[config.mk]
export PLATFORM = sky130hd
export DESIGN_NAME = vrc_div
export DESIGN_NICKNAME = d
export VERILOG_FILES = /design/src/hdl/vrc_pkg.sv /design/src/hdl/vrc_div.sv
export SDC_FILE = /design/constraint.sdc
export NUM_CORES = 1
export LEC_CHECK = 0
export ABC_AREA = 1
export BUFFER_PORTS_ARGS = -buffer_cell sky130_fd_sc_hd__buf_2
export CAP_MARGIN = 20
export CORE_MARGIN = 2
export CORE_UTILIZATION = 26
export CTS_CLUSTER_DIAMETER = 120
export DETAILED_ROUTE_END_ITERATION = 6
export PLACE_DENSITY_LB_ADDON = 0.2
export SLEW_MARGIN = 15
export SYNTH_ARGS = -nofsm -noshare
export SYNTH_HDL_FRONTEND = slang
export SYNTH_SLANG_ARGS = --single-unit
[constraint.sdc]
create_clock -name clk -period 4.9 [get_ports clk]
set_input_delay 0.245 -clock clk [delete_from_list [all_inputs] [get_ports clk]]
set_output_delay 0.245 -clock clk [all_outputs]
set_load 0.1 [all_outputs]
[src/hdl/vrc_pkg.sv]
package vrc_pkg;
	localparam int MAP_AXIS_BITS = 5;
	localparam int FRAC_BITS = 16;
	localparam int STEP_BITS = 8;
	localparam int TILE_BITS = 8;
	localparam int LEN_FRAC_BITS = 8;

	localparam int POS_W = MAP_AXIS_BITS + FRAC_BITS;
	localparam int STEP_W = STEP_BITS + 2;
	localparam int ACC_W = FRAC_BITS + 1;
	localparam int ADDR_W = 3 * MAP_AXIS_BITS;
	localparam int LEN_W = 16;
	localparam int TICK_W = 16;
	localparam int DIST_W = 16;
	localparam int PROD_W = LEN_W + TICK_W;
	localparam int FACE_W = 3;

	localparam logic [FACE_W-1:0] FACE_NONE = 3'd0;

	// Byte address of the walk limit register.
	localparam logic [1:0] REG_WALK_LIMIT = 2'd0;
endpackage

[src/hdl/vrc_div.sv]
module vrc_div (
	input  logic                         clk,
	input  logic                         arst_n,
	input  logic                         start,
	input  logic [vrc_pkg::PROD_W-1:0]   dividend,
	input  logic [vrc_pkg::TICK_W-1:0]   divisor,
	output logic                         done,
	output logic [vrc_pkg::DIST_W-1:0]   quotient
);
	localparam int CNT_W = $clog2(vrc_pkg::PROD_W + 1);

	logic [vrc_pkg::PROD_W-1:0] work_q;
	logic [vrc_pkg::TICK_W-1:0] dsr_q;
	logic [vrc_pkg::TICK_W-1:0] rem_q;
	logic [CNT_W-1:0]           cnt_q;
	logic                       busy_q;
	logic [vrc_pkg::TICK_W:0]   rem_sh;
	logic                       take;

	// Restoring division, one quotient bit per cycle; quotient bits shift into work_q.
	always_comb begin
		rem_sh = {rem_q, work_q[vrc_pkg::PROD_W-1]};
		take = rem_sh >= {1'b0, dsr_q};
	end

	always_ff @(posedge clk or negedge arst_n) begin
		if (!arst_n) begin
			busy_q <= 1'b0;
			done <= 1'b0;
			cnt_q <= '0;
		end else begin
			done <= !start && busy_q && (cnt_q == CNT_W'(1));
			if (start) begin
				busy_q <= 1'b1;
				cnt_q <= CNT_W'(vrc_pkg::PROD_W);
			end else if (busy_q) begin
				cnt_q <= cnt_q - 1'b1;
				if (cnt_q == CNT_W'(1)) begin
					busy_q <= 1'b0;
				end
			end
		end
	end

	always_ff @(posedge clk) begin
		if (start) begin
			work_q <= dividend;
			dsr_q <= divisor;
			rem_q <= '0;
		end else if (busy_q) begin
			rem_q <= take ? vrc_pkg::TICK_W'(rem_sh - {1'b0, dsr_q})
				: rem_sh[vrc_pkg::TICK_W-1:0];
			work_q <= {work_q[vrc_pkg::PROD_W-2:0], take};
		end
	end

	assign quotient = work_q[vrc_pkg::DIST_W-1:0];
endmodule

Word-level counts from Yosys, hierarchy flattened
Index checks and enable logic that the tools add are counted.

Add/subtract/negate cells: 2. $lt $le $gt $ge: 1. Equality and inequality tests: 1. Mux-type cells: 8. Reduce and logical (&&, ||, !) cells: 4.

Operators with widths (number): $mux 32 (2); $ge 17x16->1 (1); $mux 16 (1); $sub 16x16->16 (1); $mux 6 (2); $eq 6x1->1 const B (1); $sub 6x1->6 const B (1); $mux 1 (3); $logic_and 1x1->1 (2); $reduce_bool 2->1 (1); $logic_not 1->1 (1).

Register bits after elaboration: 72. Input bits: 51. Logic and storage cells: 22.

Logic depth before layout (Yosys ltp)
Gate-level depths: netlist of run 1.

Depth in word-level cells: 4. Depth in mapped cells: 15.

Worst setup path after synthesis of run 1
Ideal clock, no wire load.

Path type: flip-flop to flip-flop. Start point: reg dsr_q[2] in the netlist's numbering. End point: reg work_q[0] in the netlist's numbering, data pin. Setup time: 0.262 ns. Arrival time: 1.494 ns. Data required time: 4.638 ns. Setup slack: 3.144 ns. Stages on the path, launching flop included: 11. Clock period less this slack: 1.756 ns. Cell sequence: edfxtp_1 inv_1 ha_1 or2_4 nand3_2 nand2_4 nand2_4 nand2_4 nand2_4 buf_4 a31oi_1.

Longest elaborated chain between the ends: 3.

RTL lines: start, declared (line vrc_div.sv:13) `logic [vrc_pkg::TICK_W-1:0] dsr_q;`; start signal, assigned (line vrc_div.sv:48) `dsr_q <= divisor;`; $ge 17x16->1 (line vrc_div.sv:23) `take = rem_sh >= {1'b0, dsr_q};`; $mux 32 (line vrc_div.sv:50) `end else if (busy_q) begin`; $mux 32 (line vrc_div.sv:46) `if (start) begin`; end signal, assigned (line vrc_div.sv:47) `work_q <= dividend;`; end signal, assigned (line vrc_div.sv:53) `work_q <= {work_q[vrc_pkg::PROD_W-2:0], take};`; end, declared (line vrc_div.sv:12) `logic [vrc_pkg::PROD_W-1:0] work_q;`.

No other way between the ends. The select of a mux whose other input is x is not followed. A chain may end at the register's enable or synchronous reset.

Worst setup path after layout of run 1
Start point: reg dsr_q[5] in the netlist's numbering. End point: reg rem_q[14] in the netlist's numbering.

Longest elaborated chain between the ends: 2.

RTL lines: $sub 16x16->16 / $ge 17x16->1 (equally long branches) (line vrc_div.sv:51, vrc_div.sv:23); $mux 16 * (line vrc_div.sv:51) `rem_q <= take ? vrc_pkg::TICK_W'(rem_sh - {1'b0, dsr_q})`; end signal, assigned (line vrc_div.sv:51); end, declared (line vrc_div.sv:14) `logic [vrc_pkg::TICK_W-1:0] rem_q;`.

Every way passes the cells marked *; elsewhere a longest branch is shown, timed or not.

==> results of run 1 <==
==> registers in the layout, summed over array words and instances (netlist names) <==
signal	cells
work_q	32
dsr_q	16
rem_q	16
cnt_q	6
busy_q	1
done	1
==> routing by layer <==
layer / global-route usage [%] / wire, µm
met3: 4.15 / 573
met1: 15.6 / 4760
met4: 3.93 / 81
met5: 0 / 10
met2: 19.1 / 4590
==> synthesized netlist by cell type (4+ instances only) <==
cell type	number	area share, %
xnor2_1	5	1.0
clkbuf_1	7	0.62
ha_1	18	5.3
nor3_1	4	0.47
dfxtp_1	16	7.5
nand3_2	6	1.4
edfxtp_1	48	34
nand2_4	5	1.3
inv_2	6	0.53
nand3b_1	5	0.88
nor2_1	17	1.5
buf_4	18	3.2
nand2_2	16	2.3
inv_1	71	6.3
a21oi_1	11	1.3
dfrtp_1	8	4.7
nand2_1	212	19
o21ai_0	5	0.59
nand3_1	35	4.1
==> cell type report <==
class | count | area [µm²]
multi-input combinational | 356 | 1820
fill | 1709 | 10900
sequential | 72 | 1960
inverter | 78 | 293
clock inverter | 6 | 45.0
clock buffer | 10 | 229
tap | 216 | 270
timing repair buffer | 72 | 383
==> logic make-up after synthesis <==
logic type                 Yosys count  share of synthesized area [%]
DFF                                 72                           46.0
xor gates and xnor gates             7                           1.44
adders and majority gates           19                           5.75
AOI/OAI and AO/OA                   19                           2.35
and+or+nand+nor                    311                           33.1
buffers and inverters              106                           11.3
==> path summary, 6_finish.rpt <==
check	start	end	slack (ps)	cells after the start
worst min-delay path	divisor[9]	dsr_q[9]	80	1
min in group asynchronous	arst_n	done	280	2
worst min register to register	rem_q[1]	rem_q[1]	470	2
worst max-delay path	dsr_q[5]	rem_q[14]	2600	13
worst max register to register	dsr_q[5]	rem_q[14]	2600	13
max in group asynchronous	arst_n	busy_q	4440	2
==> critical path: cells and delay by family, from the launching register on <==
kind                     cells  cell delay (ps)
AND/OR/NAND/NOR             10             1450
flip-flops                   1              320
buffers and inverters        2              110
adder cells (fa/ha/maj)      1              350
==> where the power goes <==
part	switching (mW)	internal [mW]	total [mW]
registers	0.0668	0.759	0.826
clock network	0.269	0.344	0.613
logic	0.680	0.329	1.01
==> per-stage QoR <==
stage | setup slack (ps) | area [µm²] | total power [mW]
global placement | 2360 | 4700 | 1.85
finish | 2600 | 5000 | 2.45
detailed placement | 2470 | 4700 | 1.85
global route | 2390 | 5000 | 2.64
floorplan | 3140 | 4260 | 1.69
CTS | 2580 | 4980 | 2.48
==> cells in the final DEF, fill, tap and decap left out, types with 2 or more instances in the layout <==
cell type,Yosys,routed
inv_1,71,71
a21oi_1,11,11
dfrtp_1,8,8
clkbuf_16,0,9
buf_4,18,3
nand2_2,16,16
xor2_1,2,2
buf_2,1,67
nand4_1,2,2
nor4_1,2,2
edfxtp_1,48,48
nor3_1,4,4
inv_2,6,6
nor2_1,17,17
dfxtp_1,16,16
or2_4,2,2
nand2_4,5,5
xnor2_1,5,5
nand3b_1,5,5
nand2_1,212,212
nand3_2,6,6
clkinvlp_4,0,3
nand3_1,35,35
o21ai_0,5,5
ha_1,18,18
==> key figures, run 1 <==
Die
  • FP Rows: 46
  • Die width: 132 µm
  • Core area: 15,900 µm²
  • Die ar.: 17,400 µm²
  • Vert. Die Dim: 132 µm
  • IO Pins: 68
  • Starting Density: 26.7%

Pwr
  • Pwr dens: 490 nW/µm²
  • Leakage Power: 2.57 nW
  • Max VDD drop: 205 µV

Worst setup path
  • Critical-path top delay cell: nor2_4
  • Crit Path Max Fanout: 18
  • Data required time of the worst path: 5180 ps
  • Worst-path cell chain: inv_1 -> ha_1 -> nand2_1 -> inv_1 -> nand2_1 -> nor2_1 -> nand3_1 -> nand2_2 -> nor2_4 -> nand2_4 -> nand2_1 -> nand3_1 -> nand2_1
  • Startpoint types: flop
  • Worst path max stage delay: 430 ps
  • Setup CP Type: reg -> reg
  • Critical Path End Type: flop
  • Critical Path AT: 2580 ps
  • Cell repeated most along the worst path: nand2_1

CTS
  • Cts-stage hold buffer count: 1
  • Clk sinks: 72
  • Clock root cell: clkbuf_16
  • PostCTS Resize Cnt: 0
  • Clock latency on the worst-skew pair: 340 ps
  • Postcts setup bufs: 0
  • Reg clk slew, reported paths: 60 ps
  • H-tree depth: 3
  • Clock buffer count from CTS: 9
  • CTS tree: built
  • Clock tree buffer depth: 2

Placement
  • Port bufs: 67
  • RePlAce Congestion: 0.837
  • Placed instance count: 792
  • Hpwl dp: 7130 µm

Route
  • DR iter-0 viols: 152
  • Vias/cell: 4.11
  • Total number of vias: 3,333
  • Drt drc: 0
  • Routed WL per cell: 12.4 µm
  • ANT nets after route: 0
  • DRT Pass-1 Iters: 4
  • Final wirelength: 10,000 µm

Finish
  • Ant. Diodes: 0
  • Count of nets after finishing: 659
  • Synth-to-Final Area Change: 17.3%
  • Post-Route Utilization: 31.4%
  • Share of cells above drive strength 1: 21.2%
  • Fin cells: 810

Job
  • MaxCap Viol Count: 0

Run status
  • Outcome: complete, no violations

Logic synthesis
  • Synthesized area: 4260 µm²
  • Top_reg_cell synth: edfxtp_1
  • Yosys warnings: 0
  • Distinct cells, synth: 36
  • Post-synth ARST share: 11.1%
  • Post-synth EDFFs: 48
  • Syn nets: 604
  • Flops & latches, synth: 72
  • Seq/Total Area, Yosys: 46.0%
  • Syn_area_per_cell: 7.98 µm²
  • Mapped Cells: 534

GRT
  • Total track usage: 12.1%
  • Largest net degree at the start of global routing: 37
  • Antenna violations before repair: 1
  • Vias in the first global route: 3,356
  • Total gr overflow: 0
  • First-pass GRT wire length: 16,700 µm

Timing
  • Hold Vio Cnt, Final: 0
  • Hold Slack: 75.3 ps
  • Minimum clock period: 2300 ps
  • Final period util: 46.9%
  • Slew HR: 36.3%
  • Final setup fails: 0
  • RSZ-0062 raised after global routing: false
  • Slew @ Worst Pin: 954 ps
  • Pins Over Slew Limit: 0
  • Layout Skew: 5.59 ps
  • Post-route setup TNS: 0 ps
  • Fmax: 435 MHz

Hold path
  • Worst Hold Class: in -> reg
No activity file was read; power rests on OpenSTA's default activity.
==> inputs of run 2 (changes only) <==
==> constraint.sdc (replaced) <==
create_clock -name clk -period 2.12 [get_ports clk]
set_input_delay 0.106 -clock clk [delete_from_list [all_inputs] [get_ports clk]]
set_output_delay 0.106 -clock clk [all_outputs]
set_load 0.1 [all_outputs]
==> key figures, run 2 (same netlist as run 1, synthesis figures left out) <==
Run status
  • Outcome: complete, no violations

Worst setup path
  • Worst path max stage delay: 390 ps (-40 ps)
  • Critical Path End Type: flop
  • Crit Path Max Fanout: 6 (-12)
  • Worst-path cell chain: inv_1 -> ha_1 -> a21oi_1 -> o21a_1 -> nand2_2 -> nor2_4 -> buf_4 -> buf_8 -> a31oi_1
  • WP buf/inv: 3 (+1)
  • Startpoint types: flop
  • Critical-path top delay cell: ha_1
  • Delay-heaviest family, CP: compound AO/OA/AOI/OAI gates
  • Critical Path AT: 2050 ps (-530 ps)
  • Data required time of the worst path: 2200 ps (-2980 ps)
  • Setup CP Type: reg -> reg

Finish
  • Largest register FFs: 32 (unchanged)
  • Count of nets after finishing: 684 (+3.8%)
  • Fin cells: 835 (+3.1%)
  • Commonest non-fill, non-tap cells in the layout: nand2_1, inv_1, buf_2
  • Top reg by flops: work_q
  • Biggest regs: work_q: 32 flops, dsr_q: 16 flops, rem_q: 16 flops
  • Synth-to-Final Area Change: 26.0%
  • Ant. Diodes: 0 (unchanged)
  • Share of cells above drive strength 1: 22.8% (+1.6 points)
  • Commonest non-fill, non-tap cell in the layout: nand2_1

Timing
  • Minimum clock period: 1970 ps (-325 ps)
  • Hold Slack: 40.2 ps (-35.2 ps)
  • Hold Vio Cnt, Final: 0 (unchanged)
  • Fmax: 507 MHz (+16%)
  • RSZ-0062 raised after global routing: true
  • Slew HR: 64.6% (+28 points)
  • Layout Skew: 6.96 ps (+1.37 ps)
  • Pins Over Slew Limit: 0 (unchanged)
  • Post-route setup TNS: 0 ps (unchanged)
  • Slew @ Worst Pin: 526 ps (-429 ps)
  • Final setup fails: 0 (unchanged)
  • Final period util: 93.0% (+46 points)

Placement
  • Hpwl dp: 7410 µm (+4.0%)
  • Port bufs: 67 (unchanged)
  • RePlAce Congestion: 0.832 (-0.54%)
  • Placed instance count: 798 (+0.76%)

Route
  • Total number of vias: 3,521 (+5.6%)
  • ANT nets after route: 0 (unchanged)
  • Drt drc: 0 (unchanged)
  • Final wirelength: 10,300 µm (+2.8%)
  • DRT Pass-1 Iters: 4 (unchanged)
  • Routed WL per cell: 12.3 µm (-0.24%)
  • DR iter-0 viols: 185 (+22%)
  • Vias/cell: 4.22 (+2.5%)

CTS
  • Clock root cell: clkbuf_16
  • Clock tree buffer depth: 2 (unchanged)
  • H-tree depth: 3 (unchanged)
  • CTS tree: built
  • Clk sinks: 72 (unchanged)
  • Reg clk slew, reported paths: 60 ps (about the same)
  • Clock latency on the worst-skew pair: 340 ps (about the same)
  • Clock buffer count from CTS: 9 (unchanged)

Pwr
  • Pwr dens: 1150 nW/µm² (+130%)
  • Tot Pwr: 6.17 mW (+150%)
  • Leakage Power: 2.70 nW (+5.1%)
  • Max VDD drop: 484 µV (+140%)

Hold path
  • Worst Hold Class: in -> reg

GRT
  • Total gr overflow: 0 (unchanged)
  • Antenna violations before repair: 0 (-1)
  • First-pass GRT wire length: 17,400 µm (+4.1%)
  • Largest net degree at the start of global routing: 37 (unchanged)
  • Vias in the first global route: 3,596 (+7.2%)
  • Total track usage: 12.3% (+0.16 points)

Die
  • IO Pins: 68 (unchanged)
  • Starting Density: 26.7% (unchanged)
  • Core area: 15,900 µm² (unchanged)
  • Die ar.: 17,400 µm² (unchanged)
  • Vert. Die Dim: 132 µm (unchanged)
  • FP Rows: 46 (unchanged)
  • Die width: 132 µm (unchanged)

Job
  • MaxCap Viol Count: 0 (unchanged)
==> run 2: per-stage QoR <==
stage	instance area [µm²]	worst slack (ps)	utilization [%]
finish	5370	148	33.7
global route	5370	-8.45	33.7
CTS	5240	75.9	32.9
detailed placement	4760	98.0	29.8
global placement	4760	104	29.8
floorplan	4260	364	-
==> run 2: cell type report <==
type,count,area [µm²]
timing repair buffer,96,637
fill,1716,10600
clock inverter,7,86.3
tap,216,270
sequential,72,1960
multi-input combinational,357,1890
clock buffer,9,225
inverter,78,293
==> run 2: worst min-delay path, cell delays in order <==
cell	delay, ps
buf_2	80
nand2_1	40
nand2_1	50
==> run 2: worst paths after layout <==
path | cells past startpoint | slack [ps] | endpoint | from
worst max-delay path | 9 | 150 | work_q[0] | dsr_q[14]
worst min register to register | 2 | 470 | rem_q[2] | rem_q[2]
worst min-delay path | 3 | 40 | work_q[4] | dividend[4]
worst max register to register | 9 | 150 | work_q[0] | dsr_q[14]
max in group asynchronous | 2 | 1790 | cnt_q[4] | arst_n
min in group asynchronous | 2 | 150 | cnt_q[1] | arst_n
==> run 2: repair_timing <==
item                       CTS  global route
hold buffers                17             0
resized for setup            0            14
setup buffers                0             2
hold endpoints to repair    24             0
setup endpoints to repair    0            17
==> run 2: metal layers <==
layer | global-route usage, % | wire (µm) | share of wire [%]
met1 | 15.9 | 4960 | 48
met2 | 19.8 | 4720 | 46
met3 | 3.58 | 454 | 4.4
met4 | 3.68 | 156 | 1.5
met5 | 0 | 0 | 0
==> run 2: power breakdown <==
part,total (mW),internal (mW),switching [mW],leakage [nW]
registers,1.91,1.76,0.157,0.737
clock network,1.60,1.02,0.586,0.144
logic,2.65,0.956,1.69,1.82
==> inputs of run 3 (changes only) <==
--- a/config.mk
+++ b/config.mk
@@ -12,7 +12,7 @@
 export CORE_UTILIZATION = 26
 export CTS_CLUSTER_DIAMETER = 120
 export DETAILED_ROUTE_END_ITERATION = 6
-export PLACE_DENSITY_LB_ADDON = 0.2
+export PLACE_DENSITY = 0.49
 export SLEW_MARGIN = 15
 export SYNTH_ARGS = -nofsm -noshare
 export SYNTH_HDL_FRONTEND = slang
==> key figures, run 3 (same netlist as run 1, synthesis figures left out) <==
Hold path
  • Worst Hold Class: in -> reg

GRT
  • Vias in the first global route: 3,442 (-4.3%)
  • Antenna violations before repair: 0 (unchanged)
  • Total gr overflow: 0 (unchanged)
  • First-pass GRT wire length: 16,900 µm (-3.0%)
  • Largest net degree at the start of global routing: 35 (-5.4%)
  • Total track usage: 12.1% (-0.16 points)

Pwr
  • Sw Ratio: 39.8% (+0.24 points)
  • Switching pwr: 2.39 mW (-1.8%)
  • Clock share of power: 26.3% (+0.3 points)
  • Combinational power share: 41.6% (-1.4 points)
  • Leakage Power: 2.70 nW (-0.11%)
  • Tot Pwr: 6.02 mW (-2.4%)
  • Pwr dens: 1130 nW/µm² (-1.5%)
  • Max VDD drop: 444 µV (-8.3%)
  • Register share of total power: 32.1% (+1.1 points)
  • Internal power: 3.62 mW (-2.8%)

Timing
  • Layout Skew: 8.50 ps (+1.54 ps)
  • Final setup fails: 0 (unchanged)
  • Slew HR: 67.1% (+2.5 points)
  • Fmax: 505 MHz (-0.38%)
  • Hold Slack: 33.3 ps (-6.86 ps)
  • Final WS setup: 140 ps (-7.48 ps)
  • Pins Over Slew Limit: 0 (unchanged)
  • Final period util: 93.4% (+0.35 points)
  • Post-route setup TNS: 0 ps (unchanged)
  • RSZ-0062 raised after global routing: false
  • Slew @ Worst Pin: 496 ps (-29.3 ps)
  • Minimum clock period: 1980 ps (+7.48 ps)
  • Hold Vio Cnt, Final: 0 (unchanged)

Route
  • DR iter-0 viols: 122 (-34%)
  • Drt drc: 0 (unchanged)
  • Wire length on met2: 4620 µm (-2.2%)
  • Final wirelength: 10,100 µm (-2.0%)
  • Max Used Layer: met4
  • Vias/cell: 4.18 (-0.81%)
  • Routed WL per cell: 12.1 µm (-1.7%)
  • ANT nets after route: 0 (unchanged)
  • Detail Route met3 WL: 511 µm (+13%)
  • Total number of vias: 3,484 (-1.1%)
  • DRT Pass-1 Iters: 7 (+3)
  • WL met1: 4810 µm (-2.9%)

Placement
  • Port bufs: 67 (unchanged)
  • RePlAce Congestion: 0.830 (-0.28%)
  • Placed instance count: 799 (+0.13%)
  • Setup Slack @ Placement: 52.8 ps (-45.2 ps)
  • Post-DP Area: 4750 µm² (-0.11%)
  • Hpwl dp: 7420 µm (+0.10%)

CTS
  • Clock latency on the worst-skew pair: 340 ps (about the same)
  • CTS tree: built
  • Reg clk slew, reported paths: 60 ps (about the same)
  • Clk sinks: 72 (unchanged)
  • H-tree depth: 3 (unchanged)
  • Clock buffer count from CTS: 9 (unchanged)
  • Clock tree buffer depth: 2 (unchanged)
  • Clock root cell: clkbuf_16

Die
  • Starting Density: 26.7% (unchanged)
  • Vert. Die Dim: 132 µm (unchanged)
  • Die width: 132 µm (unchanged)
  • Die ar.: 17,400 µm² (unchanged)
  • Core area: 15,900 µm² (unchanged)
  • IO Pins: 68 (unchanged)
  • FP Rows: 46 (unchanged)

Finish
  • Top reg by flops: work_q
  • Commonest non-fill, non-tap cells in the layout: nand2_1, inv_1, buf_2
  • Ant. Diodes: 0 (unchanged)
  • Commonest non-fill, non-tap cell in the layout: nand2_1
  • Final Cell Area: 5320 µm² (-0.96%)
  • Post-Route Utilization: 33.3% (-0.32 points)
  • Synth-to-Final Area Change: 24.8%
  • Share of cells above drive strength 1: 22.9% (+0.074 points)
  • Biggest regs: work_q: 32 flops, dsr_q: 16 flops, rem_q: 16 flops
  • Largest register FFs: 32 (unchanged)
  • Count of nets after finishing: 682 (-0.29%)
  • Fin cells: 833 (-0.24%)

Worst setup path
  • Worst-path cell chain: inv_1 -> ha_1 -> nand2_2 -> inv_2 -> nand2_1 -> nor2_1 -> nand3_1 -> nand2_2 -> nor2_4 -> nand2_8 -> nand2_1 -> nand3_1 -> nand2_1
  • Crit Path Max Fanout: 16 (+10)
  • Startpoint types: flop
  • Critical-path top delay cell: ha_1
  • Setup CP Type: reg -> reg
  • Critical Path AT: 2270 ps (+220 ps)
  • Critical Path End Type: flop
  • Cell repeated most along the worst path: nand2_1
  • Worst path max stage delay: 380 ps (about the same)
  • Data required time of the worst path: 2410 ps (+210 ps)

Job
  • MaxCap Viol Count: 0 (unchanged)

Run status
  • Outcome: complete, no violations
[run 3: metal layers]
layer,up-vias,global-route usage (%)
li1,1818,-
met1,1580,15.7
met2,74,19.5
met3,12,3.54
met4,0,3.80
met5,-,0
[run 3: worst paths after layout]
| check | startpoint | to | slack, ps | cells past startpoint |
|---|---|---|---|---|
| min | dividend[26] | work_q[26] | 30 | 3 |
| min reg2reg | rem_q[1] | rem_q[1] | 470 | 2 |
| min in group asynchronous | arst_n | cnt_q[0] | 160 | 2 |
| max | dsr_q[11] | rem_q[15] | 140 | 13 |
| max in group asynchronous | arst_n | cnt_q[2] | 1780 | 2 |
| max reg2reg | dsr_q[11] | rem_q[15] | 140 | 13 |
[run 3: cell type report]
class,count,area (µm²)
timing repair buffer,95,596
tap,216,270
sequential,72,1960
multi-input combinational,356,1890
inverter,78,293
fill,1695,10600
clock buffer,12,256
clock inverter,4,52.6
[run 3: timing repair]
item / in CTS / in global routing
buffers inserted: 0 / 1
resized for setup: 0 / 11
hold buffers: 17 / 0
hold endpoints to repair: 24 / 0
endpoints found under the setup margin: 0 / 15
[run 3: power groups by stage]
stage	logic [mW]	clock network, mW	registers, mW
2_1_floorplan	2.00	0	1.89
3_3_place_gp	2.39	0	1.94
3_5_place_dp	2.39	0	1.94
4_1_cts	2.43	1.65	1.92
5_1_grt	2.82	1.69	1.96
6_report	2.50	1.58	1.93
[run 3: critical path: cells and delay by family (launching register included)]
kind / cells / cell delay, ps
DFF: 1 / 320
adders and majority gates: 1 / 380
buffers and inverters: 2 / 100
and+or+nand+nor: 10 / 1130
